===== src/lsrt_pkg.sv =====
// lsrt_pkg: shared types and constants for the lidar sector range tracker
// holds register indexes, reset values and the configuration bundle
// no dependencies
package lsrt_pkg;

  // default range width in bits
  localparam int RANGE_BITS_DEF = 16;

  // fixed field widths
  localparam int ANGLE_W   = 17;
  localparam int CFG_W     = 16;
  localparam int CFG_IDX_W = 3;
  localparam int STEP_W    = 12;
  localparam int OUT_W     = 16;

  // samples beyond +180 degrees are dropped
  localparam logic signed [ANGLE_W-1:0] ANGLE_LIMIT = 17'sd18000;

  // register indexes
  typedef enum logic [CFG_IDX_W-1:0] {
    REG_START_ANGLE = 3'd0,
    REG_ANGLE_STEP  = 3'd1,
    REG_WIN_LOW     = 3'd2,
    REG_WIN_HIGH    = 3'd3,
    REG_RANGE_MIN   = 3'd4,
    REG_RANGE_MAX   = 3'd5
  } cfg_idx_e;

  // register reset values
  localparam logic signed [15:0] START_ANGLE_RST = -16'sd18000;
  localparam logic [STEP_W-1:0]  ANGLE_STEP_RST  = 12'd100;
  localparam logic signed [15:0] WIN_LOW_RST     = -16'sd9500;
  localparam logic signed [15:0] WIN_HIGH_RST    = -16'sd8500;
  localparam logic [15:0]        RANGE_MIN_RST   = 16'd150;
  localparam logic [15:0]        RANGE_MAX_RST   = 16'd2000;

  // configuration bundle handed to the tracker
  typedef struct packed {
    logic signed [15:0] start_angle;
    logic [STEP_W-1:0]  angle_step;
    logic signed [15:0] win_low;
    logic signed [15:0] win_high;
    logic [15:0]        range_min;
    logic [15:0]        range_max;
  } cfg_t;

endpackage


===== src/lsrt_cfg_regs.sv =====
// lsrt_cfg_regs: configuration register file of the sector range tracker
// depends on lsrt_pkg for indexes, reset values and cfg_t
module lsrt_cfg_regs (
  input  logic                           clk,
  input  logic                           rst_n,
  input  logic                           cfg_valid,
  output logic                           cfg_ready,
  input  logic [lsrt_pkg::CFG_IDX_W-1:0] cfg_index,
  input  logic [lsrt_pkg::CFG_W-1:0]     cfg_data,
  output lsrt_pkg::cfg_t                 cfg_o
);
  import lsrt_pkg::*;

  cfg_t cfg_r;
  cfg_t cfg_nxt;

  // writes are always taken
  assign cfg_ready = 1'b1;
  assign cfg_o     = cfg_r;

  // register decode, unknown indexes ignored
  always_comb begin
    cfg_nxt = cfg_r;
    if (cfg_valid) begin
      unique case (cfg_idx_e'(cfg_index))
        REG_START_ANGLE: cfg_nxt.start_angle = $signed(cfg_data);
        REG_ANGLE_STEP:  cfg_nxt.angle_step  = cfg_data[STEP_W-1:0];
        REG_WIN_LOW:     cfg_nxt.win_low     = $signed(cfg_data);
        REG_WIN_HIGH:    cfg_nxt.win_high    = $signed(cfg_data);
        REG_RANGE_MIN:   cfg_nxt.range_min   = cfg_data;
        REG_RANGE_MAX:   cfg_nxt.range_max   = cfg_data;
        default:         cfg_nxt = cfg_r;
      endcase
    end
  end

  always_ff @(posedge clk) begin
    if (!rst_n) begin
      cfg_r.start_angle <= START_ANGLE_RST;
      cfg_r.angle_step  <= ANGLE_STEP_RST;
      cfg_r.win_low     <= WIN_LOW_RST;
      cfg_r.win_high    <= WIN_HIGH_RST;
      cfg_r.range_min   <= RANGE_MIN_RST;
      cfg_r.range_max   <= RANGE_MAX_RST;
    end else begin
      cfg_r <= cfg_nxt;
    end
  end

endmodule


===== src/lsrt_tracker.sv =====
// lsrt_tracker: per-sample angle, window and range tracking with result register
// depends on lsrt_pkg for cfg_t and angle constants
module lsrt_tracker #(
  parameter int RANGE_BITS = lsrt_pkg::RANGE_BITS_DEF
) (
  input  logic                           clk,
  input  logic                           rst_n,
  input  lsrt_pkg::cfg_t                 cfg_i,
  // registered sample
  input  logic                           s1_valid,
  input  logic [RANGE_BITS-1:0]          s1_dist,
  input  logic                           s1_no_ret,
  input  logic                           s1_last,
  output logic                           s1_go,
  // result channel
  output logic                           out_valid,
  input  logic                           out_ready,
  output logic [lsrt_pkg::OUT_W-1:0]     out_farthest_mm,
  output logic [lsrt_pkg::OUT_W-1:0]     out_nearest_mm,
  output logic signed [lsrt_pkg::OUT_W-1:0] out_nearest_angle_cdeg
);
  import lsrt_pkg::*;

  localparam int CMP_W = (RANGE_BITS > 16) ? RANGE_BITS : 16;

  logic signed [ANGLE_W-1:0] beam_angle_r, beam_angle_nxt;
  logic                      past_end_r, past_end_nxt;
  logic [RANGE_BITS-1:0]     far_best_r, far_best_nxt;
  logic [RANGE_BITS-1:0]     near_best_r, near_best_nxt;
  logic signed [15:0]        near_angle_r, near_angle_nxt;
  logic                      out_valid_r, out_valid_nxt;
  logic [OUT_W-1:0]          far_out_r, near_out_r;
  logic signed [OUT_W-1:0]   ang_out_r;

  logic                      pe;
  logic                      in_win;
  logic                      out_free;
  logic [CMP_W-1:0]          d_x, rmin_x, rmax_x, far_x, near_x;
  logic signed [ANGLE_W-1:0] wl_x, wh_x;

  // a last item needs a free result register, others never wait
  assign out_free = !out_valid_r || out_ready;
  assign s1_go    = s1_valid && (!s1_last || out_free);

  // operands widened to a common compare width
  assign d_x    = CMP_W'(s1_dist);
  assign rmin_x = CMP_W'(cfg_i.range_min);
  assign rmax_x = CMP_W'(cfg_i.range_max);
  assign far_x  = CMP_W'(far_best_r);
  assign near_x = CMP_W'(near_best_r);
  assign wl_x   = ANGLE_W'(cfg_i.win_low);
  assign wh_x   = ANGLE_W'(cfg_i.win_high);

  assign pe     = past_end_r || (beam_angle_r > ANGLE_LIMIT);
  assign in_win = (beam_angle_r > wl_x) && (beam_angle_r < wh_x);

  // sample evaluation, then end-of-scan clear
  always_comb begin
    beam_angle_nxt = beam_angle_r;
    past_end_nxt   = past_end_r;
    far_best_nxt   = far_best_r;
    near_best_nxt  = near_best_r;
    near_angle_nxt = near_angle_r;
    if (s1_go) begin
      past_end_nxt = pe;
      if (!pe) begin
        if (!s1_no_ret && in_win) begin
          if (d_x > far_x && d_x > rmin_x && d_x < rmax_x) begin
            far_best_nxt = s1_dist;
          end
          if (d_x < near_x && d_x > rmin_x) begin
            near_best_nxt  = s1_dist;
            near_angle_nxt = beam_angle_r[15:0];
          end
        end
        beam_angle_nxt = beam_angle_r + ANGLE_W'({1'b0, cfg_i.angle_step});
      end
    end
  end

  // result register handshake
  always_comb begin
    if (s1_go && s1_last) begin
      out_valid_nxt = 1'b1;
    end else if (out_ready) begin
      out_valid_nxt = 1'b0;
    end else begin
      out_valid_nxt = out_valid_r;
    end
  end

  // tracker state and result valid
  always_ff @(posedge clk) begin
    if (!rst_n) begin
      beam_angle_r <= ANGLE_W'(START_ANGLE_RST);
      past_end_r   <= 1'b0;
      far_best_r   <= '0;
      near_best_r  <= RANGE_BITS'(RANGE_MAX_RST);
      near_angle_r <= '0;
      out_valid_r  <= 1'b0;
    end else begin
      out_valid_r <= out_valid_nxt;
      if (s1_go && s1_last) begin
        beam_angle_r <= ANGLE_W'(cfg_i.start_angle);
        past_end_r   <= 1'b0;
        far_best_r   <= '0;
        near_best_r  <= RANGE_BITS'(cfg_i.range_max);
        near_angle_r <= '0;
      end else begin
        beam_angle_r <= beam_angle_nxt;
        past_end_r   <= past_end_nxt;
        far_best_r   <= far_best_nxt;
        near_best_r  <= near_best_nxt;
        near_angle_r <= near_angle_nxt;
      end
    end
  end

  // result payload
  always_ff @(posedge clk) begin
    if (s1_go && s1_last) begin
      far_out_r  <= OUT_W'(far_best_nxt);
      near_out_r <= OUT_W'(near_best_nxt);
      ang_out_r  <= near_angle_nxt;
    end
  end

  assign out_valid              = out_valid_r;
  assign out_farthest_mm        = far_out_r;
  assign out_nearest_mm         = near_out_r;
  assign out_nearest_angle_cdeg = ang_out_r;

endmodule


===== src/lidar_sector_range_tracker.sv =====
// lidar_sector_range_tracker: top level of the sector range tracker
// instantiates lsrt_cfg_regs and lsrt_tracker, depends on lsrt_pkg
//
// Usage
//   in_*  : one lidar sample per item (distance, no-return flag, end-of-scan
//           mark). Items up to +180 degrees advance the beam angle by the step.
//   out_* : one result item per scan, produced by the item marked
//           last_sample: farthest and nearest qualifying range and the
//           angle of the nearest one.
//   cfg_* : register writes, index as listed in lsrt_pkg, always ready.
//           Write only while no item is in flight.
// Timing
//   An item is registered at acceptance and evaluated when it leaves the input
//   register, where a closing item also loads the result register and raises
//   out_valid. One item per cycle is sustained while no closing item waits on
//   a stalled result register, set by the single compare-and-update pass on
//   the tracker state.
// Reset and stall
//   Reset loads the register defaults and clears the trackers and both
//   stages. While the result register is held by a stalled receiver,
//   samples that do not close a scan keep flowing; a closing item waits in
//   the input register until the result register frees.
module lidar_sector_range_tracker #(
  parameter int RANGE_BITS = lsrt_pkg::RANGE_BITS_DEF
) (
  input  logic                           clk,
  input  logic                           rst_n,
  // sample channel
  input  logic                           in_valid,
  output logic                           in_ready,
  input  logic [RANGE_BITS-1:0]          in_distance_mm,
  input  logic                           in_no_return,
  input  logic                           in_last_sample,
  // result channel
  output logic                           out_valid,
  input  logic                           out_ready,
  output logic [lsrt_pkg::OUT_W-1:0]     out_farthest_mm,
  output logic [lsrt_pkg::OUT_W-1:0]     out_nearest_mm,
  output logic signed [lsrt_pkg::OUT_W-1:0] out_nearest_angle_cdeg,
  // configuration channel
  input  logic                           cfg_valid,
  output logic                           cfg_ready,
  input  logic [lsrt_pkg::CFG_IDX_W-1:0] cfg_index,
  input  logic [lsrt_pkg::CFG_W-1:0]     cfg_data
);
  import lsrt_pkg::*;

  cfg_t                  cfg;
  logic                  s1_valid_r;
  logic [RANGE_BITS-1:0] s1_dist_r;
  logic                  s1_no_ret_r;
  logic                  s1_last_r;
  logic                  s1_go;
  logic                  in_take;

  // input register refills when empty or when its item moves on
  assign in_ready = !s1_valid_r || s1_go;
  assign in_take  = in_valid && in_ready;

  always_ff @(posedge clk) begin
    if (!rst_n) begin
      s1_valid_r <= 1'b0;
    end else if (in_ready) begin
      s1_valid_r <= in_valid;
    end
  end

  always_ff @(posedge clk) begin
    if (in_take) begin
      s1_dist_r   <= in_distance_mm;
      s1_no_ret_r <= in_no_return;
      s1_last_r   <= in_last_sample;
    end
  end

  // configuration registers
  lsrt_cfg_regs u_cfg (
    .clk       (clk),
    .rst_n     (rst_n),
    .cfg_valid (cfg_valid),
    .cfg_ready (cfg_ready),
    .cfg_index (cfg_index),
    .cfg_data  (cfg_data),
    .cfg_o     (cfg)
  );

  // tracking and result register
  lsrt_tracker #(
    .RANGE_BITS (RANGE_BITS)
  ) u_trk (
    .clk                    (clk),
    .rst_n                  (rst_n),
    .cfg_i                  (cfg),
    .s1_valid               (s1_valid_r),
    .s1_dist                (s1_dist_r),
    .s1_no_ret              (s1_no_ret_r),
    .s1_last                (s1_last_r),
    .s1_go                  (s1_go),
    .out_valid              (out_valid),
    .out_ready              (out_ready),
    .out_farthest_mm        (out_farthest_mm),
    .out_nearest_mm         (out_nearest_mm),
    .out_nearest_angle_cdeg (out_nearest_angle_cdeg)
  );

endmodule


===== config.mk =====
export PLATFORM = sky130hd
export DESIGN_NAME = lidar_sector_range_tracker
export DESIGN_NICKNAME = d
export VERILOG_FILES = /design/src/lsrt_pkg.sv /design/src/lsrt_cfg_regs.sv /design/src/lsrt_tracker.sv /design/src/lidar_sector_range_tracker.sv
export SDC_FILE = /design/constraint.sdc
export NUM_CORES = 1
export LEC_CHECK = 0
export ABC_CLOCK_PERIOD_IN_PS = 4600
export BUFFER_PORTS_ARGS = -buffer_cell sky130_fd_sc_hd__clkbuf_2
export CORE_ASPECT_RATIO = 0.8
export CORE_MARGIN = 8
export CORE_UTILIZATION = 45
export CTS_BUF_LIST = sky130_fd_sc_hd__clkbuf_4
export DETAILED_ROUTE_END_ITERATION = 10
export GPL_ROUTABILITY_DRIVEN = 0
export PLACE_DENSITY = 0.63
export SYNTH_ARGS = -nofsm -noshare
export SYNTH_HDL_FRONTEND = slang
export SYNTH_SLANG_ARGS = --single-unit

===== constraint.sdc =====
create_clock -name clk -period 4.6 [get_ports clk]
set_input_delay 0.46 -clock clk [delete_from_list [all_inputs] [get_ports clk]]
set_output_delay 0.46 -clock clk [all_outputs]
set_load 0.01 [all_outputs]

Word-level counts from Yosys, hierarchy flattened
Index checks and enable logic that the tools add are counted.
Cells by class
  add/subtract/negate cells: 1
  $lt $le $gt $ge: 7
  eq/ne operators: 6
  multiplexer cells: 18
  bitwise gates (word level): 1
  reduce and logical (&&, ||, !) cells: 27
Operators with widths (number)
  16-bit two-way mux: 13
  17-bit two-way mux: 3
  16-bit greater-than comparator: 2
  16-bit < comparator: 2
  17-bit by 12-bit adder with 17-bit output: 1
  17-bit by 16-bit greater-than comparator with 1-bit output: 1
  17-bit by 16-bit greater-than comparator with 1-bit output (second input constant): 1
  17-bit by 16-bit < comparator with 1-bit output: 1
  2-bit AND reduction: 7
  1-bit logical AND: 8
  3-bit by 2-bit == test with 1-bit output (second input constant): 2
  3-bit == test (second input constant): 2
  1-bit logical NOT: 4
  1-bit logical OR: 4
  2-bit nonzero test: 2
  3-bit by 1-bit == test with 1-bit output (second input constant): 1
  3-bit logical NOT: 1
  1-bit two-way mux: 2
  2-bit inequality test (second input constant): 1
  2-bit OR reduction: 1
  1-bit NOT: 1
Word-level totals
  register bits after elaboration: 226
  input port bits: 42
  word-level logic and storage cells: 79

Longest topological paths before layout
Gate-level depths: netlist of the first run.
  depth after elaboration: 7
  depth in mapped cells: 13

By module
Synthesis of the first run repeated with hierarchy kept, for this count alone.
Unflattened totals
  cell total of the unflattened synthesis: 1217
  area, all modules: 11766.3 sq um
By module, submodules not included
  lsrt_tracker: instances 1, cells an instance 848, area each 7552.2 sq um, seq. area each 2782.7 sq um
  lsrt_cfg_regs: instances 1, cells an instance 346, area each 3616.0 sq um, seq. area each 1841.8 sq um
  lidar_sector_range_tracker: instances 1, cells an instance 23, area each 598.1 sq um, seq. area each 560.5 sq um

Least setup slack after synthesis of the first run
OpenSTA, ideal clock, no wires.
  path type: reg-to-reg
  from: register s1_dist_r[14]
  to: register u_trk.near_out_r[10] (netlist: u_trk.out_nearest_mm[10]), data pin
  data arrival time: 2.749 ns
  data required time: 4.338 ns
  path slack: 1.589 ns
  cell stages (with the launch flop): 12
  cell sequence: edfxtp_1 -> ha_1 -> nand4_1 -> nor4_1 -> a221o_1 -> a211o_1 -> a31o_2 -> or3b_1 -> buf_6 -> buf_6 -> buf_6 -> mux2_1
Between the ends
  cells in the longest elaborated chain, start to end: 6
  elaborated cells on any way between the ends: 7
  those cells by class: order compare (2); mux (4); reduce/logical (1)
Ends and longest elaborated chain
  start: declaration: RTL line lidar_sector_range_tracker.sv:50  | logic [RANGE_BITS-1:0] s1_dist_r;
  start signal: assignment: RTL line lidar_sector_range_tracker.sv:70  | s1_dist_r <= in_distance_mm;
  16-bit < comparator or 16-bit greater-than comparator (tied branches): RTL line lsrt_tracker.sv:71  | if (d_x < near_x && d_x > rmin_x) begin
  1-bit logical AND (*): RTL line lsrt_tracker.sv:71
  16-bit two-way mux (*): RTL line lsrt_tracker.sv:71
  16-bit two-way mux (*): RTL line lsrt_tracker.sv:67  | if (!s1_no_ret && in_win) begin
  16-bit two-way mux (*): RTL line lsrt_tracker.sv:66  | if (!pe) begin
  16-bit two-way mux (*): RTL line lsrt_tracker.sv:64  | if (s1_go) begin
  net u_trk.near_best_nxt[10]: RTL line lsrt_tracker.sv:29  | logic [RANGE_BITS-1:0] near_best_r, near_best_nxt;
  end signal: assignment: RTL line lsrt_tracker.sv:123  | near_out_r <= OUT_W'(near_best_nxt);
  end: declaration: RTL line lsrt_tracker.sv:32  | logic [OUT_W-1:0] far_out_r, near_out_r;
Mark *: on every way through the listed nets, which the timed path passes. The rest lies on a longest branch.
A chain may end at the register's enable or synchronous reset.

Worst setup path after layout of the first run
  from: register s1_dist_r[9]
  to: register u_trk.near_best_r[3]
Between the ends
  cells in the longest elaborated chain, start to end: 7
  elaborated cells on any way between the ends: 8
  those cells by class: order compare (2); mux (5); reduce/logical (1)
Ends and longest elaborated chain
  16-bit < comparator or 16-bit greater-than comparator (tied branches): RTL line lsrt_tracker.sv:71
  1-bit logical AND (*): RTL line lsrt_tracker.sv:71
  16-bit two-way mux (*): RTL line lsrt_tracker.sv:71
  16-bit two-way mux (*): RTL line lsrt_tracker.sv:67
  16-bit two-way mux (*): RTL line lsrt_tracker.sv:66
  16-bit two-way mux (*): RTL line lsrt_tracker.sv:64
  net u_trk.near_best_nxt[3]: RTL line lsrt_tracker.sv:29
  16-bit two-way mux (*): RTL line lsrt_tracker.sv:103  | if (s1_go && s1_last) begin
  end signal: assignment: RTL line lsrt_tracker.sv:98  | near_best_r <= RANGE_BITS'(RANGE_MAX_RST);
  end signal: assignment: RTL line lsrt_tracker.sv:107  | near_best_r <= RANGE_BITS'(cfg_i.range_max);
  end signal: assignment: RTL line lsrt_tracker.sv:113  | near_best_r <= near_best_nxt;
  end: declaration: RTL line lsrt_tracker.sv:29
Marks and branches as above.

==> impl_metrics.json, run 1 <==
{
  "outcome": "complete, no violations",
  "min_from": "cfg_data[14]",
  "cts_tree": "yes",
  "rr_startpoint": "s1_dist_r[9]$_DFFE_PP_",
  "post_synth_xor_area_fraction_pct": 0.7680,
  "wire_per_inst_um": 18.97,
  "powerDensity_nw_per_um2": 345.0,
  "setup_viol": 0,
  "slowest_delay_ps": 740,
  "fin_area_sq_um": 13240,
  "synthSimpleGateAreaFrac_pct": 15.77,
  "rows": 52,
  "crit_arrival_ps": 4250,
  "finalWirelength_mm": 32.45,
  "synth-async-reset-ratio_pct": 0,
  "drive_above_1_share_pct": 18.16,
  "critPathLaunch": "s1_dist_r[9]$_DFFE_PP_",
  "start_kind": "register",
  "grt_max_degree": 108,
  "finalHoldViolCount": 0,
  "coreArea_sq_um": 25110,
  "fin_crit_sh_pct": 79.50,
  "synth_area_leaders": "dfxtp_1 28%, edfxtp_1 17%, ha_1 12%",
  "cts_root_buf": "clkbuf_4",
  "clk_pin_slew_worst_paths_ps": 70,
  "critical_path.max_fanout": 28,
  "ant_nets": 0,
  "synthAdderAreaFrac_pct": 11.92,
  "synth_top_family_by_area": "compound AO/OA/AOI/OAI gates",
  "min_path_type": "in -> reg",
  "drc_errors": 0,
  "mostFrequentLayoutCell": "nand2_1",
  "synth_flop_cell": "dfxtp_1",
  "crit_chain": "ha_1 -> nand4_1 -> nor4_1 -> a221o_1 -> a211o_1 -> a31o_2 -> or3b_2 -> buf_12 -> mux2_4 -> o21ba_1",
  "layout_common_cells": "202 x nand2_1, 160 x dfxtp_1, 107 x ha_1",
  "drt-vias-per-instance": 5.419,
  "drtIter0Drc": 655,
  "clock_sinks": 226,
  "ys_ff_latch": 226,
  "synth_cell_types": 63,
  "stdcell_count": 1710,
  "die_w_um": 194.0,
  "grt.overflow.total": 0,
  "htree_num_levels": 2,
  "leakage_nw": 5.732,
  "slew_headroom_pct": 24.50,
  "port-buffer-count": 91,
  "grt_pass1_wl_mm": 50.98,
  "muxShareOfSynthArea_pct": 3.851,
  "crit_required_ps": 5190,
  "synth.largest_area_cell": "dfxtp_1",
  "syn2layout_area_growth_pct": 16.09,
  "initial_utilization_pct": 45.41,
  "grt.total_usage_pct": 20.89,
  "die_h_um": 158.4,
  "antenna_found_initial": 2,
  "tightest_slew_ps": 1126,
  "dp_hpwl_mm": 22.67,
  "maxSlewViolCount": 0,
  "num_vias": 9267,
  "max_freq_mhz": 273.4,
  "netlist_area_sq_um": 11400,
  "irDropWorstVdd_v": 0.0001375,
  "post-route-util_pct": 52.71,
  "synth_warnings": 0,
  "slowest_stage": "or3b_2",
  "synth_edf_count": 66,
  "clk-insertion-delay-late_ps": 710,
  "final.setup.tns_ps": 0,
  "io_pins": 93,
  "cts-buffers-inserted": 59,
  "drtPass1Iterations": 5,
  "die_area_sq_um": 30720,
  "synth_nets": 1344,
  "clock_path_buffers": 3,
  "period_needed_ps": 3657,
  "netlist_instances": 1194,
  "cts_resized": 0,
  "dpl_cell_area_sq_um": 12230,
  "yosysSeqAreaShare_pct": 45.47,
  "crit_type": "reg -> reg",
  "syn_area_per_cell_sq_um": 9.551,
  "placed_cells": 1578,
  "synth-compound-area-share_pct": 16.77,
  "finalClockSkew_ps": 39.47,
  "drv_cap": 0,
  "power_w": 0.004567,
  "grt_setup_unrepaired": "no",
  "end_kind": "register",
  "grt_pass1_vias": 9021,
  "synth_top_area_share_pct": 28.09,
  "nNetsFinal": 1484
}
path summary, 6_finish.rpt:
check	endpoint	slack (ps)	cells after the start
worst min-delay path	u_cfg.cfg_o[90]$_SDFFE_PN0P_	70	3
worst max register to register	u_trk.near_best_r[3]$_SDFF_PN0_	940	10
worst max-delay path	u_trk.near_best_r[3]$_SDFF_PN0_	940	10
worst min register to register	u_cfg.cfg_o[22]$_SDFFE_PN0P_	460	2
metrics by stage:
stage          hold slack (ps)  worst slack (ps)
6_report                 66.19             942.9
5_1_grt                  56.94             853.8
4_1_cts                  35.47             970.6
3_5_place_dp             456.3             988.1
3_3_place_gp             446.1              1043
2_1_floorplan            433.5              1589
repair_timing:
action,CTS,global route
hold endpoints to repair,19,0
setup buffers,0,0
hold buffers,19,0
logic make-up after synthesis:
group | count (synthesis)
compound gates | 280
xor+xnor | 10
fa+ha+maj | 108
buf+inv | 154
flops | 226
mux | 32
other cells | 1
simple gates | 383
layer usage:
metal / part of all wire [%] / up-vias / GRT usage (%)
met5: 0.037 / - / 0
met4: 1.7 / 2 / 5.844
met3: 7.6 / 55 / 5.218
met2: 39 / 315 / 29.39
met1: 52 / 4346 / 30.97
li1: - / 4549 / -
worst max-delay path, delay by kind of cell, from the launching register on:
family                     cells  cell delay [ps]
AOI/OAI and AO/OA              4             1000
and+or+nand+nor                3              940
DFF                            1              600
adders and majority gates      1              380
muxes                          1              320
buffers and inverters          1              290
cells in the mapped netlist (2+ instances only):
master     number
mux2_1          6
a211o_1         6
inv_1         103
mux2_4         21
or2_2           4
a31oi_1         4
nor3b_1         2
ha_1          107
edfxtp_1       66
a21boi_0       55
or3b_1          2
nor3_1         13
a2111oi_0       2
o221ai_1        3
xor2_1          3
mux2_2          5
o31ai_1         2
o21ai_0        38
o211ai_1       37
nand2_1       202
nand3_1        45
nor4_1          8
o21a_1          8
dfxtp_1       160
a21o_1         17
buf_6           5
or4_1           2
nor2_1         32
nor2b_1        23
o21ai_1         9
o21ba_1        10
nand2b_1       10
a221o_1         5
o2111ai_1       2
nand4_1        13
a21oi_1        58
a211oi_1        8
xnor2_1         7
and4_1          8
a311oi_1        7
and3_1          3
and2_1          4
nor4b_1         7
clkbuf_1       43
state kept, by name, summed over array words and instances (netlist names):
register,flops
s1_dist_r,16
s1_last_r,1
s1_no_ret_r,1
s1_valid_r,1
u_cfg.cfg_o,92
u_trk.beam_angle_r,17
u_trk.far_best_r,16
u_trk.near_angle_r,16
u_trk.near_best_r,16
u_trk.out_farthest_mm,16
u_trk.out_nearest_angle_cdeg,16
u_trk.out_nearest_mm,16
u_trk.out_valid,1
u_trk.past_end_r,1
power breakdown:
part | total [W] | switching, W | internal, W
logic | 0.000520 | 0.000309 | 0.000211
clock network | 0.00187 | 0.000845 | 0.00103
registers | 0.00218 | 0.0000642 | 0.00211
total | 0.00457 | 0.00122 | 0.00335
area by class of cell:
class	instances	area [sq um]
antenna	4	10.01
clock buffer	100	750.7
clock inverter	9	61.31
sequential	226	5185
fill	2342	11880
timing repair buffer	129	815.8
multi-input combinational	814	5619
tap	324	405.4
inverter	104	390.4
Power figures use the tool's default switching activity.
==> run 2, diff against run 1 <==
--- a/config.mk
+++ b/config.mk
@@ -5,7 +5,8 @@
 export SDC_FILE = /design/constraint.sdc
 export NUM_CORES = 1
 export LEC_CHECK = 0
-export ABC_CLOCK_PERIOD_IN_PS = 4600
+export ABC_AREA = 1
+export ABC_CLOCK_PERIOD_IN_PS = 3800
 export BUFFER_PORTS_ARGS = -buffer_cell sky130_fd_sc_hd__clkbuf_2
 export CORE_ASPECT_RATIO = 0.8
 export CORE_MARGIN = 8
==> constraint.sdc (replaced) <==
create_clock -name clk -period 3.8 [get_ports clk]
set_input_delay 0.38 -clock clk [delete_from_list [all_inputs] [get_ports clk]]
set_output_delay 0.38 -clock clk [all_outputs]
set_load 0.01 [all_outputs]
==> impl_metrics.json, run 2 <==
{
  "grt.overflow.total": 0,
  "period_needed_ps": 2789,
  "initial_utilization_pct": 45.99,
  "power_frac_comb_pct": 13.6,
  "netlist_area_sq_um": 11670,
  "fin_crit_sh_pct": 73.41,
  "cts_resized": 0,
  "netlist_top_cells_count": "283 x nand2_1, 249 x inv_1, 160 x dfxtp_1",
  "netlist_instances": 1446,
  "endpoint": "u_trk.out_nearest_angle_cdeg[12]$_DFFE_PP_",
  "cts-buffers-inserted": 58,
  "critical_path.max_fanout": 42,
  "setup_viol": 0,
  "clock_path_buffers": 3,
  "swShare_pct": 28.88,
  "coreArea_sq_um": 25370,
  "hold_ws_ps": 49.83,
  "largest_reg_flops": 92,
  "start_kind": "register",
  "muxShareOfSynthArea_pct": 0,
  "end_kind": "register",
  "max_freq_mhz": 358.5,
  "synth_area_leaders": "dfxtp_1 27%, edfxtp_1 17%, ha_1 11%",
  "io_pins": 93,
  "p_clk_share_pct": 37.5,
  "tightest_slew_ps": 940.3,
  "nFillCells": 2426,
  "leakage_nw": 6.692,
  "grt_pass1_wl_mm": 51.87,
  "clock_sinks": 226,
  "synth.largest_area_cell": "dfxtp_1",
  "ys_ff_latch": 226,
  "die_area_sq_um": 31370,
  "final.setup.tns_ps": 0,
  "nNetsFinal": 1735,
  "hold_depth": 3,
  "min_path_type": "in -> reg",
  "finalWirelength_mm": 33.02,
  "clk-insertion-delay-late_ps": 690,
  "synth_top_area_share_pct": 27.45,
  "drive_above_1_share_pct": 15.48,
  "ff2ff_path_depth": 11,
  "maxSlewViolCount": 0,
  "clk_pin_slew_worst_paths_ps": 60,
  "synth_warnings": 0,
  "drv_cap": 0,
  "post_synth_xor_area_fraction_pct": 0.6755,
  "grt_setup_unrepaired": "no",
  "rows": 52,
  "outcome": "complete, no violations",
  "cts_root_buf": "clkbuf_4",
  "yosysMostFrequentCell": "nand2_1",
  "die_h_um": 160.0,
  "ant_nets": 0,
  "grt_max_degree": 99,
  "drtIter0Drc": 859,
  "synth-compound-area-share_pct": 13.04,
  "synth_flop_cell": "dfxtp_1",
  "crit_type": "reg -> reg",
  "cts_tree": "yes",
  "antenna_found_initial": 1,
  "drc_errors": 0,
  "mostFrequentLayoutCell": "nand2_1",
  "die_w_um": 196.0,
  "finalHoldViolCount": 0,
  "multi_input_area_sq_um": 5309,
  "slew_headroom_pct": 37.24,
  "synthAdderAreaFrac_pct": 11.64,
  "synth_top_family_by_area": "simple AND/OR/NAND/NOR gates",
  "r2r_setup_slack_ps": 1010,
  "register_area_sq_um": 5185,
  "internal-power_w": 0.003899,
  "rr_startpoint": "s1_dist_r[14]$_DFFE_PP_",
  "port-buffer-count": 91,
  "synth_nets": 1596,
  "synth_cell_types": 46,
  "powerDensity_nw_per_um2": 408.9,
  "grt_pass1_vias": 9451,
  "drtPass1Iterations": 5,
  "drt-vias-per-instance": 5.109,
  "critPathLaunch": "s1_dist_r[14]$_DFFE_PP_",
  "irDropWorstVdd_v": 0.0001773,
  "pwr-share-seq_pct": 48.8,
  "num_vias": 9977,
  "yosysSeqAreaShare_pct": 44.43,
  "crit_arrival_ps": 3230,
  "wire_per_inst_um": 16.91,
  "post-route-util_pct": 52.85,
  "syn2layout_area_growth_pct": 14.92,
  "synth_edf_count": 66,
  "layout_common_cells": "283 x nand2_1, 248 x inv_1, 160 x dfxtp_1",
  "htree_num_levels": 2,
  "syn_area_per_cell_sq_um": 8.070,
  "synthSimpleGateAreaFrac_pct": 20.02,
  "r2r_end": "u_trk.out_nearest_angle_cdeg[12]$_DFFE_PP_",
  "crit_required_ps": 4240,
  "synth-async-reset-ratio_pct": 0,
  "p_sw_w": 0.001583,
  "grt.total_usage_pct": 20.86,
  "finalClockSkew_ps": 25.77,
  "dp_hpwl_mm": 23.39
}
## run 2: worst min-delay path by stage
stage / endpoint / slack (ps) / startpoint
after floorplan: u_cfg.cfg_o[91]$_SDFFE_PN1P_ / 420 / u_cfg.cfg_o[91]$_SDFFE_PN1P_
after global placement: u_cfg.cfg_o[91]$_SDFFE_PN1P_ / 440 / u_cfg.cfg_o[91]$_SDFFE_PN1P_
after detailed placement: u_cfg.cfg_o[49]$_SDFFE_PN0P_ / 450 / u_cfg.cfg_o[49]$_SDFFE_PN0P_
after CTS: u_cfg.cfg_o[69]$_SDFFE_PN1P_ / 10 / cfg_data[5]
after global routing: u_cfg.cfg_o[35]$_SDFFE_PN1P_ / 8 / cfg_data[3]
final: u_cfg.cfg_o[84]$_SDFFE_PN1P_ / 50 / cfg_data[8]
## run 2: layer usage
| layer | global-route usage (%) | vias to the layer above | wire length (um) |
|---|---|---|---|
| met1 | 31.12 | 4553 | 16450 |
| met4 | 5.229 | 0 | 454 |
| met5 | 0 | - | 0 |
| li1 | - | 5043 | - |
| met3 | 4.747 | 39 | 2922 |
| met2 | 29.68 | 342 | 13190 |
## run 2: timing repair
action / CTS / global route
endpoints found under the setup margin: 0 / 0
hold endpoints to repair: 20 / 0
hold buffers: 20 / 0
buffers inserted: 0 / 0
## run 2: worst max-delay path, cell delays in order, from the launching register on
cell and delay [ps]:
edfxtp_1 620, ha_1 380, nand2_1 80, nor3_1 330
nand2_1 90, nand2_1 120, nand2_1 80, nor2_2 140
nand3_2 200, buf_12 250, o21ai_2 170, inv_1 60
## run 2: power groups by stage
stage                     Sequential [W]  Combinational, W  Clock (W)
after global routing             0.00268          0.000847    0.00225
after CTS                        0.00267          0.000742    0.00212
after global placement           0.00273          0.000708          0
after floorplan                  0.00269          0.000490          0
final                            0.00268          0.000748    0.00206
after detailed placement         0.00273          0.000720          0
## run 2: logic make-up after synthesis
| logic type | count (synthesis) |
|---|---|
| buffers and inverters | 305 |
| and+or+nand+nor | 534 |
| xor gates and xnor gates | 9 |
| AOI/OAI and AO/OA | 263 |
| adders and majority gates | 108 |
| other | 1 |
| DFF | 226 |
## run 2: cell type report
cell class	count	area share, %
Antenna cell	1	0.01866
Clock buffer	89	4.983
Clock inverter	14	0.4012
Inverter	255	7.138
Multi-Input combinational cell	915	39.59
Sequential cell	226	38.67
Tap cell	324	3.023
Timing Repair Buffer	129	6.177
## run 2: stage by stage
stage / cell area (sq um) / power, W / setup WS (ps) / std cells
6_report: 13410 / 0.005482 / 1011 / 1953
5_1_grt: 13410 / 0.005779 / 802.6 / 1953
4_1_cts: 13410 / 0.005535 / 1020 / 1952
3_5_place_dp: 12480 / 0.003447 / 1055 / 1829
3_3_place_gp: 12480 / 0.003435 / 1117 / 1829
2_1_floorplan: 11670 / 0.003180 / 702.6 / 1446
